<file path="src/sv/sensor_frame_crc_parser_macros.svh">
// ----------------------------------------------------------------------------
// Sensor frame CRC parser assertion macros
// Concurrent assertion wrappers, empty for synthesis.
// ----------------------------------------------------------------------------
`ifndef SENSOR_FRAME_CRC_PARSER_MACROS_SVH
`define SENSOR_FRAME_CRC_PARSER_MACROS_SVH

`ifndef SYNTHESIS

`define SFCP_ASSERT_NOW(lbl, clk, rst, ante, cons) \
  lbl: assert property (@(posedge clk) disable iff (rst) (ante) |-> (cons)) \
    else $error("sfcp assertion failed");

`define SFCP_ASSERT_NEXT(lbl, clk, rst, ante, cons) \
  lbl: assert property (@(posedge clk) disable iff (rst) (ante) |=> (cons)) \
    else $error("sfcp assertion failed");

`else

`define SFCP_ASSERT_NOW(lbl, clk, rst, ante, cons)

`define SFCP_ASSERT_NEXT(lbl, clk, rst, ante, cons)

`endif

`endif

</file>
<file path="src/sv/sfcp_pkg.sv">
// ----------------------------------------------------------------------------
// sfcp_pkg
// Shared types, constants, the CRC-8 byte step and word cleaning for the frame parser.
// ----------------------------------------------------------------------------
package sfcp_pkg;

  localparam int unsigned NUM_WORDS = 9;
  localparam int unsigned LAST_WORD = NUM_WORDS - 1;
  localparam int unsigned FIRST_SIGNED_WORD = 4;
  localparam int unsigned LAST_SIGNED_WORD = 7;

  localparam logic [7:0] CRC_POLY = 8'h31;
  localparam logic [7:0] CRC_INIT = 8'hFF;
  localparam logic [15:0] UNSIGNED_INVALID = 16'hFFFF;
  localparam logic [15:0] SIGNED_INVALID = 16'h7FFF;

  localparam logic [1:0] PHASE_HIGH = 2'd0;
  localparam logic [1:0] PHASE_LOW = 2'd1;
  localparam logic [1:0] PHASE_CRC = 2'd2;

  typedef logic [3:0] word_idx_t;
  typedef logic [NUM_WORDS-1:0][15:0] words_t;

  typedef struct packed {
    logic       valid;
    logic [7:0] rx_byte;
    logic       frame_start;
  } item_t;

  function automatic logic [7:0] crc8_step(input logic [7:0] crc, input logic [7:0] data);
    logic [7:0] c;
    c = crc ^ data;
    for (int k = 0; k < 8; k++) begin
      if (c[7]) begin
        c = {c[6:0], 1'b0} ^ CRC_POLY;
      end else begin
        c = {c[6:0], 1'b0};
      end
    end
    return c;
  endfunction

  function automatic logic [15:0] clean_word(input int unsigned idx, input logic [15:0] w);
    logic [15:0] marker;
    marker = (idx >= FIRST_SIGNED_WORD && idx <= LAST_SIGNED_WORD) ?
             SIGNED_INVALID : UNSIGNED_INVALID;
    return (w == marker) ? 16'h0000 : w;
  endfunction

endpackage

</file>
<file path="src/sv/sfcp_in_stage.sv">
// ----------------------------------------------------------------------------
// sfcp_in_stage
// Input register for received bytes; refills in the cycle it is drained.
// ----------------------------------------------------------------------------
module sfcp_in_stage (
  input  logic          clk,
  input  logic          rst,
  input  logic          in_valid,
  output logic          in_ready,
  input  logic [7:0]    rx_byte,
  input  logic          frame_start,
  input  logic          take,
  output sfcp_pkg::item_t item
);
  import sfcp_pkg::*;

  assign in_ready = !item.valid || take;

  always_ff @(posedge clk) begin
    if (rst) begin
      item.valid <= 1'b0;
    end else if (in_ready) begin
      item.valid <= in_valid;
    end
    if (in_ready && in_valid) begin
      item.rx_byte     <= rx_byte;
      item.frame_start <= frame_start;
    end
  end

endmodule

</file>
<file path="src/sv/sfcp_core.sv">
// ----------------------------------------------------------------------------
// sfcp_core
// Byte position tracking, word CRC check, word staging and commit, and the
// result register.
// ----------------------------------------------------------------------------
module sfcp_core (
  input  logic            clk,
  input  logic            rst,
  input  sfcp_pkg::item_t item,
  output logic            take,
  output logic            out_valid,
  input  logic            out_ready,
  output logic            crc_ok,
  output sfcp_pkg::words_t committed
);
  import sfcp_pkg::*;
  `include "sensor_frame_crc_parser_macros.svh"

  logic [1:0] phase;
  word_idx_t  word;
  logic [7:0] running_crc;
  logic [7:0] high_byte_hold;
  logic       frame_good;
  logic [15:0] staged [NUM_WORDS];

  logic [1:0] cur_phase;
  word_idx_t  cur_word;
  logic       cur_good;
  logic       good_now;
  logic       last;

  always_comb begin
    cur_phase = item.frame_start ? PHASE_HIGH : phase;
    cur_word  = item.frame_start ? '0 : word;
    cur_good  = item.frame_start ? 1'b1 : frame_good;
    good_now  = cur_good && (running_crc == item.rx_byte);
    last      = (cur_phase == PHASE_CRC) && (cur_word == word_idx_t'(LAST_WORD));
    take      = item.valid && (!last || !out_valid || out_ready);
  end

  always_ff @(posedge clk) begin
    if (rst) begin
      phase       <= PHASE_HIGH;
      word        <= '0;
      running_crc <= CRC_INIT;
      frame_good  <= 1'b1;
      out_valid   <= 1'b0;
      crc_ok      <= 1'b0;
      committed   <= '0;
    end else begin
      if (out_valid && out_ready) begin
        out_valid <= 1'b0;
      end
      if (take) begin
        case (cur_phase)
          PHASE_HIGH: begin
            running_crc <= crc8_step(CRC_INIT, item.rx_byte);
            frame_good  <= cur_good;
            phase       <= PHASE_LOW;
            word        <= cur_word;
          end
          PHASE_LOW: begin
            running_crc <= crc8_step(running_crc, item.rx_byte);
            frame_good  <= cur_good;
            phase       <= PHASE_CRC;
            word        <= cur_word;
          end
          default: begin
            running_crc <= CRC_INIT;
            phase       <= PHASE_HIGH;
            if (last) begin
              word       <= '0;
              frame_good <= 1'b1;
              out_valid  <= 1'b1;
              crc_ok     <= good_now;
              if (good_now) begin
                for (int k = 0; k < NUM_WORDS; k++) begin
                  committed[k] <= clean_word(k, staged[k]);
                end
              end
            end else begin
              word       <= cur_word + word_idx_t'(1);
              frame_good <= good_now;
            end
          end
        endcase
      end
    end
  end

  always_ff @(posedge clk) begin
    if (take && cur_phase == PHASE_HIGH) begin
      high_byte_hold <= item.rx_byte;
    end
    if (take && cur_phase == PHASE_LOW) begin
      staged[cur_word] <= {high_byte_hold, item.rx_byte};
    end
  end

  `SFCP_ASSERT_NOW(a_phase_range, clk, rst, 1'b1, phase != 2'd3)
  `SFCP_ASSERT_NOW(a_word_range, clk, rst, 1'b1, word <= word_idx_t'(LAST_WORD))
  `SFCP_ASSERT_NOW(a_no_overwrite, clk, rst, out_valid && !out_ready, !(take && last))
  `SFCP_ASSERT_NEXT(a_result_follows, clk, rst, !rst && take && last, out_valid)
  `SFCP_ASSERT_NEXT(a_frame_rewinds, clk, rst, !rst && take && last,
                    phase == PHASE_HIGH && word == '0 && frame_good)

endmodule

</file>
<file path="src/sv/sensor_frame_crc_parser.sv">
// ----------------------------------------------------------------------------
// sensor_frame_crc_parser
// Parses the 27-byte measurement response, checks the CRC-8 of each of its
// nine words and publishes the cleaned values.
// ----------------------------------------------------------------------------
// One received byte is accepted per clock while the input does not stall;
// the CRC-8 byte step, word assembly and commit are combinational between
// the input register and the state/result registers. A result is offered
// in the cycle after the core takes the frame's last byte. Input stalls only
// when a frame's last byte arrives while the previous frame's result is still
// untaken. frame_start forces the byte to be frame byte 0 and drops any
// partial frame. A failed frame leaves the value outputs at the last good
// frame with crc_ok low; values are zero after reset.
// ----------------------------------------------------------------------------
module sensor_frame_crc_parser (
  input  logic               clk,
  input  logic               rst,
  input  logic               in_valid,
  output logic               in_ready,
  input  logic [7:0]         rx_byte,
  input  logic               frame_start,
  output logic               out_valid,
  input  logic               out_ready,
  output logic               crc_ok,
  output logic [15:0]        pm1_0,
  output logic [15:0]        pm2_5,
  output logic [15:0]        pm4_0,
  output logic [15:0]        pm10_0,
  output logic signed [15:0] humidity,
  output logic signed [15:0] temperature,
  output logic signed [15:0] voc_index,
  output logic signed [15:0] nox_index,
  output logic [15:0]        formaldehyde
);
  import sfcp_pkg::*;

  item_t  item;
  logic   take;
  words_t committed;

  sfcp_in_stage u_in_stage (
    .clk        (clk),
    .rst        (rst),
    .in_valid   (in_valid),
    .in_ready   (in_ready),
    .rx_byte    (rx_byte),
    .frame_start(frame_start),
    .take       (take),
    .item       (item)
  );

  sfcp_core u_core (
    .clk       (clk),
    .rst       (rst),
    .item      (item),
    .take      (take),
    .out_valid (out_valid),
    .out_ready (out_ready),
    .crc_ok    (crc_ok),
    .committed (committed)
  );

  assign pm1_0        = committed[0];
  assign pm2_5        = committed[1];
  assign pm4_0        = committed[2];
  assign pm10_0       = committed[3];
  assign humidity     = signed'(committed[4]);
  assign temperature  = signed'(committed[5]);
  assign voc_index    = signed'(committed[6]);
  assign nox_index    = signed'(committed[7]);
  assign formaldehyde = committed[8];

endmodule

</file>
<file path="config.mk">
export PLATFORM = sky130hd
export DESIGN_NAME = sensor_frame_crc_parser
export DESIGN_NICKNAME = d
export VERILOG_FILES = /design/src/sv/sfcp_pkg.sv /design/src/sv/sfcp_in_stage.sv /design/src/sv/sfcp_core.sv /design/src/sv/sensor_frame_crc_parser.sv
export VERILOG_INCLUDE_DIRS = /design/src /design/src/sv
export SDC_FILE = /design/constraint.sdc
export NUM_CORES = 1
export LEC_CHECK = 0
export BUFFER_PORTS_ARGS = -buffer_cell sky130_fd_sc_hd__buf_4
export CAP_MARGIN = 5
export CORE_ASPECT_RATIO = 1.75
export CORE_MARGIN = 5
export CORE_UTILIZATION = 61
export DETAILED_ROUTE_END_ITERATION = 7
export GPL_ROUTABILITY_DRIVEN = 0
export GPL_TIMING_DRIVEN = 0
export PLACE_DENSITY_LB_ADDON = 0.08
export RECOVER_POWER = 50
export SKIP_CTS_REPAIR_TIMING = 1
export SYNTH_ARGS = -nofsm -noshare
export SYNTH_HDL_FRONTEND = slang
export SYNTH_SLANG_ARGS = --single-unit
export TNS_END_PERCENT = 20
</file>
<file path="constraint.sdc">
create_clock -name clk -period 4.5 [get_ports clk]
set_input_delay 0.9 -clock clk [delete_from_list [all_inputs] [get_ports clk]]
set_output_delay 0.9 -clock clk [all_outputs]
set_load 0.03 [all_outputs]
</file>
=== Yosys cells after proc, flatten, opt, wreduce, memory -nomap -nowiden ===
Memories as Yosys holds them, arrays and structs flattened.
Index checks and enable logic that the tools add are counted.

* $add $sub $neg: 1
* Multiply operators: 0
* Divide/modulo/power cells: 0
* Magnitude comparators: 0
* Equality and inequality tests: 13
* Shift-type cells: 0
* Multiplexer cells: 82
* Bitwise operators: 19
* Reduce and logical (&&, ||, !) cells: 17

{| class="wikitable"
|+ Operator list
! kind !! number
|-
| $mux W8 || 42
|-
| $mux W16 || 9
|-
| $mux W6 || 16
|-
| $eq A16 B16 Y1 const B || 5
|-
| $eq A16 B15 Y1 const B || 4
|-
| $not A3 Y3 || 16
|-
| $pmux W8 S2 || 1
|-
| $mux W4 || 3
|-
| $mux W1 || 9
|-
| $eq A8 B8 Y1 || 1
|-
| $not A8 Y8 || 1
|-
| $xor A8 B8 Y8 || 1
|-
| $logic_and A1 B1 Y1 || 7
|-
| $add A4 B1 Y4 const B || 1
|-
| $eq A4 B4 Y1 const B || 1
|-
| $pmux W2 S2 || 1
|-
| $reduce_and A4 Y1 || 1
|-
| $logic_not A1 Y1 || 3
|-
| $logic_or A1 B1 Y1 || 3
|-
| $reduce_and A3 Y1 || 1
|-
| $eq A2 B1 Y1 const B || 1
|-
| $eq A2 B2 Y1 const B || 1
|-
| $logic_not A2 Y1 || 1
|-
| $mux W2 || 1
|-
| other kinds (2) || 2
|}

* Bits in registers: 179
* Bits in latches: 0
* Memory bits (writable): 144
* Memory bits (read-only): 0
* Bits of input ports: 13
* Word-level logic and storage cells: 152
* Memories: 1

{| class="wikitable"
|+ Memories
! name !! depth !! bits a word !! rd ports !! clocked after Yosys merged registers in !! write ports !! RTL line !! text
|-
| u_core.staged || 9 || 16 || 9 || 0 || 1 || sfcp_core.sv:24 || <nowiki>logic [15:0] staged [NUM_WORDS];</nowiki>
|}

=== Longest topological paths before layout ===
Gate-level depths: netlist of run 1.

* Depth in word-level cells: 42
* Depth in mapped cells: 11
* Depth with buffers taken out: 8

=== Hierarchy ===
From an unflattened synthesis of run 1, not the netlist that was laid out.

* Cells, all modules: 1029
* Area total of the unflattened synthesis: 11731.3 µm²

{| class="wikitable"
|+ By module, submodules not included
! module !! instances !! cells each !! area each (µm²) !! seq. area each (µm²)
|-
| sfcp_core || 1 || 1015 || 11405.9 || 7787.5
|-
| sfcp_in_stage || 1 || 14 || 325.3 || 290.3
|}

=== Least setup slack after synthesis of run 1 ===
OpenSTA, ideal clock, no wires.

* Kind: input-to-reg
* Start: in out_ready
* End: reg u_core.committed[0] (netlist name)
* Arrival: 2.382 ns
* Setup slack: 1.986 ns
* Stages: 8
* Path buffers: 3
* Path through: nand2b_1 > nand4_1 > or4_1 > buf_2 > buf_2 > buf_2 > nand2_1 > a21oi_1

* Word-level cells in the longest chain between the ends: 3

{| class="wikitable"
|+ RTL lines
! item !! RTL line !! text
|-
| from (decl) || sensor_frame_crc_parser.sv:23 || <nowiki>input logic out_ready,</nowiki>
|-
| $logic_or A1 B1 Y1 || sfcp_core.sv:38 || <nowiki>take = item.valid && (!last || !out_valid || out_ready);</nowiki>
|-
| $logic_and A1 B1 Y1 || sfcp_core.sv:38 ||
|-
| $reduce_and A4 Y1 (no source line) || n/a ||
|-
| to (signal, indexed assignment) || sfcp_core.sv:78 || <nowiki>committed[k] <= clean_word(k, staged[k]);</nowiki>
|-
| to (decl) || sfcp_core.sv:14 || <nowiki>output sfcp_pkg::words_t committed</nowiki>
|}

No other way between the ends.
A chain may end at the register's enable or synchronous reset.

=== Worst setup path after layout of run 1 ===
* Start: reg u_in_stage.item[0] (netlist name)
* End: reg u_core.committed[19] (netlist name)

* Word-level cells in the longest chain between the ends: 8
* Elaborated cells on any way between the ends: 16
* Those cells by class: eq/ne (3); mux (3); bitwise (1); reduce/logical (9)

{| class="wikitable"
|+ RTL lines
! item !! RTL line !! text
|-
| $mux W4 / $mux W2 (equally long branches) || sfcp_core.sv:34, sfcp_core.sv:33 ||
|-
| $eq A4 B4 Y1 / $eq A2 B2 Y1 (equally long branches) || sfcp_core.sv:37 || <nowiki>last = (cur_phase == PHASE_CRC) && (cur_word == word_idx_t'(LAST_WORD));</nowiki>
|-
| $logic_and A1 B1 Y1 || sfcp_core.sv:37 ||
|-
| $logic_not A1 Y1 || sfcp_core.sv:38 ||
|-
| $logic_or A1 B1 Y1 (2 in series) || sfcp_core.sv:38 ||
|-
| $logic_and A1 B1 Y1 || sfcp_core.sv:38 ||
|-
| $reduce_and A4 Y1 (no source line) (*) || n/a ||
|}

Mark *: on every way between the ends. The rest lies on a longest branch, timed or not.

==> results_dict.tcl, run 1 <==
set metrics [dict create \
    slew_viol_final 0 \
    cts_max_level 1 \
    core_um2 18950 \
    rsz0062_at_grt "no" \
    via_per_inst 5.879 \
    ioPinCount 160 \
    fin_tns_setup_ps 0 \
    syn-cell-area_um2 11640 \
    first_pass_iters 5 \
    grt_first_pass_wirelength_mm 45.28 \
    startpoint_type "flip-flop" \
    synth.net_count 1027 \
    die-height_um 192.8 \
    synth_flop_cell "dfxtp_1" \
    leakage_nw 4.213 \
    drt_iter0_markers 734 \
    synth-edff-count 161 \
    cp_max_fo 10 \
    start_util_pct 61.46 \
    fmax_mhz 291.3 \
    skew_ps 13.05 \
    final_cell_mix "clkbuf_1 (205), dfxtp_1 (162), edfxtp_1 (161)" \
    hpwl_mm 20.31 \
    setup_ws_ps 1067 \
    row_count 67 \
    crit_type "flip-flop to flip-flop" \
    hold_depth 2 \
    drive_above_1_share_pct 6.071 \
    chipWidth_um 114.4 \
    antenna_found_initial 0 \
    nNetsFinal 1215 \
    synth.distinct_cells 41 \
    power_w 0.005651 \
    gr-total-overflow 0 \
    drc_errors 0 \
    tightest_slew_ps 945.1 \
    power_density_nw_per_um2 419.5 \
    r2r-start "u_in_stage.item[0]" \
    maxSlewHeadroom_pct 37.00 \
    r2r_slack_ps 1070 \
    clk_pin_slew_worst_paths_ps 70 \
    layout_min_cycle_time_ps 3433 \
    vias 8584 \
    wl_per_cell_um 20.44 \
    async_flop_share_pct 0 \
    tritoncts "yes" \
    yosysWarningCount 0 \
    status "completed" \
    netlist_instances 1010 \
    numClockSinks 323 \
    min_to "u_core.committed[130]" \
    ys_seq_elements 323 \
    finalCritPeriodShare_pct 76.29 \
    required_ps 4970 \
    worstHoldStart "u_core.committed[130]" \
    ant_nets 0 \
    dieArea_um2 22060 \
    area_growth_pct 15.68 \
    cp.arrival_ps 3900 \
    grt_usage_pct 26.71 \
    irDropWorstVdd_uv 439.6 \
    setup_viol 0 \
    clk_path_buf_depth 3 \
    post-place-ws_ps 1113 \
    ys_seq_area_share_pct 69.37 \
    grt_pass1_vias 8529 \
    wirelength_mm 29.85 \
    timing.rr.end "u_core.committed[19]" \
    numCtsBuffers 27 \
    worstSkewPairLatency_ps 540 \
    reg2reg_depth 10 \
    port_buffers 158 \
    maxCapViolations 0 \
    final_common_cell "clkbuf_1" \
    cts_root_buf "clkbuf_16" \
    critPathCaptureType "flip-flop" \
    grt_start_max_net_pins 18 \
    syn_area_per_cell_um2 11.53 \
    finalHoldViolCount 0 \
    n_antenna_cell 0 \
    hp-class "flip-flop to flip-flop" \
]
==> worst max-delay path by stage <==
stage / startpoint / end / slack [ps]
5_1_grt: u_in_stage.item[0] / u_core.committed[16] / 840
2_1_floorplan: out_ready / u_core.committed[0] / 1990
6_report: u_in_stage.item[0] / u_core.committed[19] / 1070
3_5_place_dp: out_ready / u_core.committed[17] / 1110
3_3_place_gp: out_ready / u_core.committed[20] / 1160
4_1_cts: u_in_stage.item[0] / u_core.committed[17] / 1120
==> sequential cells by signal, indices dropped and copies added, names as in the netlist <==
signal / flops
u_core.high_byte_hold: 8
u_core.phase: 2
u_core.word: 4
u_core.committed: 144
u_core.staged: 144
u_core.frame_good: 1
u_in_stage.item: 10
u_core.out_valid: 1
u_core.crc_ok: 1
u_core.running_crc: 8
==> per-stage QoR <==
stage	instance area (µm²)	hold slack (ps)	util (%)	std cells
after global placement	13130	440.1	69.31	1409
final	13470	449.9	71.09	1460
after CTS	14010	454.0	73.95	1459
after floorplan	11640	490.3	-	1010
after detailed placement	13130	445.3	69.31	1409
after global routing	13470	476.2	71.09	1460
==> critical path, cell delays in order, from the launching register on <==
cell and delay (ps):
edfxtp_1 450, inv_1 150, nand2_1 150, ha_1 260, and4bb_2 260, nand4_1 250, nor4_4 710, buf_2 410
buf_2 390, nand3_1 160, a21oi_1 160
==> synthesized netlist by cell type, types with 2 or more instances <==
| cell type | n | area, µm² |
|---|---|---|
| xor2_1 | 9 | 78.83 |
| and3_1 | 2 | 12.51 |
| o21bai_1 | 2 | 15.01 |
| xnor3_1 | 3 | 67.56 |
| nand3_1 | 144 | 720.7 |
| o21ai_0 | 9 | 45.04 |
| a21o_1 | 2 | 15.01 |
| or2_2 | 2 | 12.51 |
| edfxtp_1 | 161 | 4835 |
| nand2b_1 | 4 | 25.02 |
| dfxtp_1 | 162 | 3243 |
| a211o_1 | 4 | 35.03 |
| nand4b_1 | 4 | 35.03 |
| buf_2 | 14 | 70.07 |
| xnor2_1 | 21 | 183.9 |
| inv_1 | 7 | 26.28 |
| nand2_1 | 156 | 585.6 |
| a221oi_1 | 2 | 17.52 |
| or3_1 | 3 | 18.77 |
| nor2b_1 | 2 | 12.51 |
| nor2_1 | 8 | 30.03 |
| and2_1 | 9 | 56.30 |
| ha_1 | 4 | 50.05 |
| a21oi_1 | 160 | 800.8 |
| or4_1 | 10 | 75.07 |
| nand4_1 | 35 | 219.0 |
| clkbuf_1 | 56 | 210.2 |
| o211ai_1 | 2 | 15.01 |
==> where the power goes <==
group,total (W),internal [W],switching [W]
clock,0.00233,0.00128,0.00105
combinational,0.000169,0.0000727,0.0000966
sequential,0.00315,0.00310,0.0000530
==> cell type report <==
cell class	count	area [µm²]
fillers	1519	5477
repair buffers	159	645.6
clock inverters	20	191.4
well taps	241	301.5
inverters	7	26.28
clock buffers	30	686.9
plain buffers	70	280.3
multi-input cells	610	3259
flip-flops and latches	323	8078
==> kinds of logic after synthesis <==
logic type	Yosys count	synth area share (%)
multiplexers	1	0.08597
AND/OR/NAND/NOR	384	16.00
XOR/XNOR	33	2.837
buffers and inverters	77	2.633
AO/OA/AOI/OAI	188	8.640
flip-flops	323	69.37
adder cells (fa/ha/maj)	4	0.4298
==> metal layers <==
layer | global-route usage [%] | up-vias | part of all wire (%)
met4 | 9.877 | 0 | 3.7
met3 | 3.608 | 78 | 7.3
li1 | - | 4020 | -
met5 | 0 | - | 0
met2 | 49.04 | 366 | 53
met1 | 31.43 | 4120 | 36
(Power assumes the default switching activity.)
==> inputs of run 2 (changes only) <==
--- a/config.mk
+++ b/config.mk
@@ -6,11 +6,12 @@
 export SDC_FILE = /design/constraint.sdc
 export NUM_CORES = 1
 export LEC_CHECK = 0
+export ABC_AREA = 1
 export BUFFER_PORTS_ARGS = -buffer_cell sky130_fd_sc_hd__buf_4
 export CAP_MARGIN = 5
 export CORE_ASPECT_RATIO = 1.75
 export CORE_MARGIN = 5
-export CORE_UTILIZATION = 61
+export CORE_UTILIZATION = 52
 export DETAILED_ROUTE_END_ITERATION = 7
 export GPL_ROUTABILITY_DRIVEN = 0
 export GPL_TIMING_DRIVEN = 0
==> constraint.sdc (replaced) <==
create_clock -name clk -period 3 [get_ports clk]
set_input_delay 0.6 -clock clk [delete_from_list [all_inputs] [get_ports clk]]
set_output_delay 0.6 -clock clk [all_outputs]
set_load 0.03 [all_outputs]
==> run 2 against run 1 <==
  * Area after synthesis rose by 14%
  * Sequential power grew 51%
  * Register-to-register slack lost 890 ps
  * Global-route usage shrank 3.7 points
  * Sequential cell count did not move
  * Final area up 15%
  * Non-clock buffer count is 34 higher
  * Utilization down 9.5 points
  * Die area up 31%
  * Setup slack got worse by 900 ps
  * Synthesized cell count increased by 47%
  * Clock power increased by 62%
  * Critical endpoint is now in_ready
  * Highest routed layer unchanged
==> results_dict.tcl, run 2 <==
set metrics [dict create \
    leakage_nw 5.778 \
    ys_seq_elements 323 \
    setup_viol 0 \
    area_growth_pct 17.04 \
    first_pass_iters 6 \
    grt_usage_pct 23.04 \
    ioPinCount 160 \
    via_per_inst 5.281 \
    grt_pass1_vias 10330 \
    synth_common_cells "nor2_1 (309), nand2_1 (289), nand3_1 (164)" \
    grt_start_max_net_pins 18 \
    cts_max_level 1 \
    tightest_slew_ps 999.1 \
    irDropWorstVdd_uv 496.1 \
    place_area_um2 14940 \
    gr-total-overflow 0 \
    fmax_mhz 353.1 \
    cts_root_buf "clkbuf_16" \
    power_density_nw_per_um2 576.9 \
    comb_power_share_pct 4.5 \
    clkPwrFrac_pct 42.3 \
    fillers 2345 \
    status "completed" \
    hpwl_mm 24.14 \
    netlist_instances 1481 \
    chipWidth_um 130.6 \
    maxSlewHeadroom_pct 33.39 \
    antenna_found_initial 0 \
    core_um2 25150 \
    final_common_cell "nor2_1" \
    vias 10670 \
    cpLargestDelayFamily "simple AND/OR/NAND/NOR gates" \
    path_cells "inv_2 > nand2_1 > ha_1 > inv_1 > nor3_4 > nand2_2 > nor2_4 > nand3_1 > buf_4" \
    dieArea_um2 28850 \
    worstSkewPairLatency_ps 560 \
    slowest_delay_ps 450 \
    rsz0062_at_grt "no" \
    ys_seq_area_share_pct 61.07 \
    grt_first_pass_wirelength_mm 52.30 \
    ant_nets 0 \
    cp_max_fo 5 \
    stdcell_area_um2 15480 \
    crit_slowest_cell "edfxtp_1" \
    required_ps 2400 \
    finalCritPeriodShare_pct 94.40 \
    worst-path-buf-inv 3 \
    nNetsFinal 1700 \
    startpoint_type "flip-flop" \
    async_flop_share_pct 0 \
    drt_iter0_markers 671 \
    layout_min_cycle_time_ps 2832 \
    worstHoldStart "rx_byte[1]" \
    finalHoldViolCount 0 \
    die-height_um 221.0 \
    port_buffers 158 \
    syn-cell-area_um2 13230 \
    tritoncts "yes" \
    syn_area_per_cell_um2 8.932 \
    post-place-ws_ps -200.3 \
    synth_top_area_share_pct 36.55 \
    cp.arrival_ps 2230 \
    final_cell_mix "nor2_1 (308), nand2_1 (288), clkbuf_1 (201)" \
    synth.area.top_cells "edfxtp_1 (37%), dfxtp_1 (25%), nor2_1 (8.8%)" \
    hp-class "input port to flip-flop" \
    power_w 0.008931 \
    yosysWarningCount 0 \
    clk_path_buf_depth 3 \
    synth_flop_cell "dfxtp_1" \
    numClockSinks 323 \
    p_int_w 0.006979 \
    crit_type "flip-flop to primary output" \
    synth_most_common_cell "nor2_1" \
    maxCapViolations 0 \
    start_util_pct 52.60 \
    n_antenna_cell 0 \
    synth.net_count 1498 \
    swShare_pct 21.86 \
    synth.distinct_cells 33 \
    critPathCaptureType "primary output" \
    numCtsBuffers 28 \
    r2r-start "u_in_stage.item[0]" \
    crit_start "u_in_stage.item[0]" \
    synth-edff-count 161 \
    switchingPower_w 0.001952 \
    skew_ps 20.41 \
    wirelength_mm 33.99 \
    drive_above_1_share_pct 8.446 \
    wl_per_cell_um 16.82 \
    yosysTopAreaCell "edfxtp_1" \
    clk_pin_slew_worst_paths_ps 70 \
    row_count 77 \
    setup_ws_ps 168.0 \
    slew_viol_final 0 \
    largestRegisters "u_core.committed x144, u_core.staged x144, u_in_stage.item x10" \
    p_seq_share_pct 53.2 \
    drc_errors 0 \
]
-- run 2: final cells by class --
class	instances	area (µm²)	share of cell area, %
inverter	56	215.2	1.390
multi-input combinational	1011	4598	29.70
sequential	323	8078	52.18
buffer	91	442.9	2.861
clock inverter	16	170.2	1.099
tap	316	395.4	2.554
clock buffer	36	814.5	5.261
timing repair buffer	172	767.0	4.954
-- run 2: cell families after synthesis --
group	count (synthesis)	share of synthesized area (%)
adder cells (fa/ha/maj)	4	0.3784
AND/OR/NAND/NOR	817	25.82
XOR/XNOR	14	1.040
buffers and inverters	147	4.928
AO/OA/AOI/OAI	176	6.763
flip-flops	323	61.07
-- run 2: power by group through the flow --
stage	clock network (W)	registers, W	logic (W)
final	0.00378	0.00475	0.000399
after global routing	0.00402	0.00475	0.000447
after CTS	0.00383	0.00477	0.000371
after detailed placement	0	0.00487	0.000370
after global placement	0	0.00487	0.000361
after floorplan	0	0.00480	0.000283
-- run 2: through the flow --
step	instances	TNS (ps)	hold WS, ps	util [%]
2_1_floorplan	1481	-21030	444.5	-
3_3_place_gp	1955	-128250	454.9	58.89
3_5_place_dp	1963	-10060	469.1	59.41
4_1_cts	2015	-11590	206.0	63.33
5_1_grt	2021	0	224.5	61.57
6_report	2021	0	245.5	61.57
-- run 2: metal layers --
layer / wire, µm / track usage (%) / part of all wire (%)
met1: 12710 / 26.50 / 37
met2: 18000 / 42.96 / 53
met3: 2082 / 2.606 / 6.1
met4: 1191 / 8.170 / 3.5
met5: 0 / 0 / 0
-- run 2: worst paths after layout --
path	to	slack, ps	depth (start not counted)
worst max-delay path	in_ready	170	9
worst min register to register	u_core.committed[75]	480	2
worst max register to register	u_core.staged[2][6]	180	14
worst min-delay path	u_in_stage.item[2]	250	1
